## src/shsf_pkg.sv

```systemverilog
// Package: constants, operation codes and controller/datapath interface types.
`timescale 1ns / 1ps

package shsf_pkg;

    // Storage and field geometry.
    localparam int SUBGRAPH_DEPTH = 1024;
    localparam int ID_SHIFT       = 11;
    localparam int IDX_W          = $clog2(SUBGRAPH_DEPTH);
    localparam int CNT_W          = $clog2(SUBGRAPH_DEPTH + 1);
    localparam int NODE_W         = 53;
    localparam int CODE_W         = 64;
    localparam int PAY_W          = 64;
    localparam int OP_W           = 2;

    // Stream data widths, padded to whole bytes.
    localparam int S_TDATA_W = ((NODE_W + CODE_W + PAY_W + 7) / 8) * 8;
    localparam int M_TDATA_W = ((CODE_W + PAY_W + 7) / 8) * 8;

    // Operation codes carried on tuser.
    localparam logic [OP_W-1:0] OP_LOAD  = 2'd0;
    localparam logic [OP_W-1:0] OP_HIT   = 2'd1;
    localparam logic [OP_W-1:0] OP_CLEAR = 2'd2;

    // Commands from the controller to the datapath.
    typedef struct packed {
        logic do_load;   // append node id from the input item
        logic do_clear;  // empty the list and rewind the scan pointer
        logic do_hit;    // capture hit, start read at scan pointer
        logic advance;   // step scan pointer, read next entry
        logic load_out;  // move captured hit into the output register
        logic end_hit;   // hit finished, rewind pointer if batch ended
    } t_cmd;

    // Status from the datapath to the controller.
    typedef struct packed {
        logic ptr_valid; // scan pointer lies inside the stored list
        logic lt;        // stored id below hit node id
        logic eq;        // stored id equals hit node id
        logic out_free;  // output register can take an item this cycle
    } t_status;

endpackage

```

## src/shsf_ctrl.sv

```systemverilog
// Controller: accepts items, sequences the forward scan and issues the result.
`timescale 1ns / 1ps

module shsf_ctrl
    import shsf_pkg::*;
(
    input  logic            i_clk,
    input  logic            i_rst_n,
    input  logic            i_s_tvalid,
    input  logic [OP_W-1:0] i_s_tuser,
    output logic            o_s_tready,
    input  t_status         i_status,
    output t_cmd            o_cmd
);

    typedef enum logic [2:0] {
        ST_IDLE = 3'b001,
        ST_CMP  = 3'b010,
        ST_EMIT = 3'b100
    } t_state;

    t_state r_state, n_state;
    logic   accept;

    assign o_s_tready = (r_state == ST_IDLE);
    assign accept     = i_s_tvalid && o_s_tready;

    always_comb begin
        n_state = r_state;
        o_cmd   = '0;
        case (r_state)
            ST_IDLE: begin
                if (accept) begin
                    case (i_s_tuser)
                        OP_LOAD:  o_cmd.do_load  = 1'b1;
                        OP_CLEAR: o_cmd.do_clear = 1'b1;
                        OP_HIT: begin
                            o_cmd.do_hit = 1'b1;
                            n_state      = ST_CMP;
                        end
                        default: ;
                    endcase
                end
            end
            ST_CMP: begin
                if (!i_status.ptr_valid) begin
                    o_cmd.end_hit = 1'b1;
                    n_state       = ST_IDLE;
                end else if (i_status.lt) begin
                    o_cmd.advance = 1'b1;
                end else if (i_status.eq) begin
                    n_state = ST_EMIT;
                end else begin
                    o_cmd.end_hit = 1'b1;
                    n_state       = ST_IDLE;
                end
            end
            ST_EMIT: begin
                if (i_status.out_free) begin
                    o_cmd.load_out = 1'b1;
                    o_cmd.end_hit  = 1'b1;
                    n_state        = ST_IDLE;
                end
            end
            default: n_state = ST_IDLE;
        endcase
    end

    always_ff @(posedge i_clk) begin
        if (!i_rst_n) begin
            r_state <= ST_IDLE;
        end else begin
            r_state <= n_state;
        end
    end

endmodule

```

## config.mk

```make
export PLATFORM = sky130hd
export DESIGN_NAME = shsf_ctrl
export DESIGN_NICKNAME = d
export VERILOG_FILES = /design/src/shsf_pkg.sv /design/src/shsf_ctrl.sv
export SDC_FILE = /design/constraint.sdc
export NUM_CORES = 1
export LEC_CHECK = 0
export ABC_AREA = 1
export BUFFER_PORTS_ARGS = -buffer_cell sky130_fd_sc_hd__buf_2
export CAP_MARGIN = 20
export CELL_PAD_IN_SITES_DETAIL_PLACEMENT = 1
export CELL_PAD_IN_SITES_GLOBAL_PLACEMENT = 1
export CORE_AREA = 5 5 42 44
export DETAILED_ROUTE_END_ITERATION = 8
export DIE_AREA = 0 0 47 49
export HOLD_SLACK_MARGIN = 0.12
export PLACE_DENSITY_LB_ADDON = 0.1
export SYNTH_ARGS = -nofsm -noshare
export SYNTH_HDL_FRONTEND = slang
export SYNTH_SLANG_ARGS = --single-unit
```

## constraint.sdc

```tcl
create_clock -name i_clk -period 1.1 [get_ports i_clk]
set_clock_uncertainty 0.1 [all_clocks]
set_input_delay 0.165 -clock i_clk [delete_from_list [all_inputs] [get_ports i_clk]]
set_output_delay 0.165 -clock i_clk [all_outputs]
set_load 0.01 [all_outputs]
```

==> impl_metrics.yaml <==
setup_path:
  worstRegToRegCells: 6
  cp_cell_sequence: "inv_2 -> nand2_2 -> nor2_4 -> nand2_2 -> nor3_2 -> buf_2"
  cp_num_buf_inv: 2
  crit_cells: 6
  crit_fanout: 4
  worst_setup_path_end_kind: "output pin"
  start_kind: "flop"
  crit_slowest_cell: "dfxtp_2"
  worstSetupPathType: "flop to output pin"
  cpPeakStageDelay_ns: 0.31
  timing.critical_path.mode_cell: "nand2_2"
  cp.required_ns: 0.83
  critPathTopFamily: "simple AND/OR/NAND/NOR gates"
  arrival_ns: 1.14
yosys:
  seq_area_frac_synth_pct: 25.3
  synth_top_cell_by_area: "dfxtp_1"
  avgSynthCellArea_um2: 6.26
  synth_cell_type_count: 17
  synth_seq_cells: 3
  synth_nets: 47
  synth_top_cell_area_share_pct: 25.3
  ys_top_cells_by_area: "dfxtp_1 25%, nand2_1 11%, inv_1 9.5%"
  synth_warnings: 0
  synth_area_um2: 238
  syn_inst: 38
grt:
  grt_use_total_pct: 10.1
  grt-ovfl-total: 0
  antenna_found_initial: 0
  grt_pass1_vias: 382
  grt_pass1_wl_um: 1520
  grt_max_degree: 5
finish:
  nFillCells: 190
  largest_register_ffs: 3
  multi_input_area_um2: 188
  nNetsFinal: 79
  fin_cells: 85
  syn_to_final_growth_pct: 118
  register_area_um2: 63.8
  final_area_um2: 519
  drive_gt1_share_pct: 68.1
  top_register: "r_state"
  num_antenna_cells: 0
  largestRegisters: "r_state: 3 flops"
floorplanning:
  ios: 16
  core_area_mm2: 0.00140
  row_count: 14
  dieArea_mm2: 0.00230
  die_h_um: 49
  start_util_pct: 17.0
  die_w_um: 47
power:
  leakagePower_uw: 0.000268
  p_per_area_mw_per_mm2: 853
  power_uw: 443
  irDropWorstVdd_mv: 0.474
placement:
  dpl_worst_slack_ns: -0.120
  port_buffers: 15
  place_inst: 74
  place_congestion: 0.674
  post-dp-hpwl_um: 659
  place_area_um2: 387
sta:
  finalSetupViolations: 10
  relSlewSlack_pct: 86.4
  setup_tns_ns: -2.08
  finalHoldViolations: 0
  slew_violations: 0
  fin_crit_sh_pct: 128
  worst_slack_ns: -0.304
  finalCriticalPeriod_ns: 1.40
  max_freq_mhz: 712
  rsz0062_at_grt: "yes"
  tightest_slew_ns: 0.202
drt:
  drtPass1Iterations: 1
  drt.antenna.violating_nets: 0
  via_count: 366
  wl_per_cell_um: 10.4
  drt-initial-drc-count: 0
  viasPerCell: 4.31
  drt_wl_total_um: 888
  drc: 0
clocking:
  cts.sinks: 3
  cts_buffers: 3
  cts_max_path_buffers: 2
  htree_levels: 1
  clk_pin_slew_worst_paths_ns: 0.04
  clock_latency_ns: 0.24
  cts_root_buf: "clkbuf_4"
  cts_tree: "done"
outcome:
  status: "finished with violations"
  violations: "negative setup slack"
hold_path:
  hp-class: "input port to flop"
  min_delay_path_depth: 4
run:
  drv_cap: 0
==> cells by family after synthesis <==
family          synth area share (%)
simple gates                    50.0
buf+inv                         12.6
flops                           25.3
compound gates                  12.1
==> worst reg2reg max path, stage by stage (launching register included) <==
cell and delay, ns:
dfxtp_2 0.32, buf_4 0.14, nor2_4 0.11, buf_4 0.12, buf_4 0.09, nand3b_1 0.09
a211oi_2 0.18
==> where the power goes <==
| group | switching (µW) | total [µW] | leakage (µW) | internal, µW |
|---|---|---|---|---|
| sequential | 3.90 | 118 | 0.0000250 | 114 |
| clock | 63.2 | 200 | 0.0000150 | 136 |
| combinational | 58.5 | 125 | 0.000227 | 67.0 |
| total | 126 | 443 | 0.000268 | 318 |
==> synthesized netlist by cell type <==
master,n
dfxtp_1,3
nand2_2,1
nand3_2,1
inv_2,2
nand2_1,7
nor2_2,1
nand3b_1,2
o22ai_1,1
o21ai_0,1
nand4_1,1
nor2_1,2
inv_1,6
a211oi_1,1
nor3_1,3
a21oi_1,2
nor2_4,1
nand3_1,3
==> stage by stage <==
stage | util [%] | hold slack, ns
floorplan | - | 0.217
global placement | 27.6 | 0.357
detailed placement | 27.6 | 0.362
CTS | 34.4 | 0.161
global route | 37.1 | 0.190
finish | 37.1 | 0.191
==> per-layer routing <==
metal  track usage [%]  routed length (µm)  up-vias  share of wire (%)
met2              14.7                 498       10                 56
met1              9.39                 295      165                 33
met4              8.29                  34        0                3.8
li1                  -                   -      186                  -
met3              6.64                  60        5                6.8
met5                 0                   0        -                  0
==> layout by cell type, fill, tap and decap left out, drive strengths merged <==
cell type	n
a21oi	2
inv	8
o21ai	1
a211oi	1
nand3b	2
dfxtp	3
clkbuf	4
nand4	1
nor2	4
nand3	4
buf	26
o22ai	1
nor3	3
nand2	8
dlygate4sd3	1
==> layout make-up <==
class                           instances  area share (%)
Sequential cell                         3            12.3
Tap cell                               16            3.86
Clock buffer                            4            5.06
Multi-Input combinational cell         27            36.1
Inverter                                8            5.78
Timing Repair Buffer                   27            36.9
==> final timing paths <==
check | slack [ns] | from | endpoint
min | 0.19 | i_status[0] | r_state[2]
min reg2reg | 0.50 | r_state[0] | r_state[2]
max | -0.30 | r_state[2] | o_cmd[5]
max reg2reg | -0.13 | r_state[0] | r_state[2]
==> timing repair <==
item,in CTS,in global routing
endpoints found under the setup margin,9,10
hold buffers,1,0
pin swaps,3,3
buffers inserted,3,3
resized for setup,11,4
hold endpoints to repair,2,0
(Power assumes the default switching activity.)
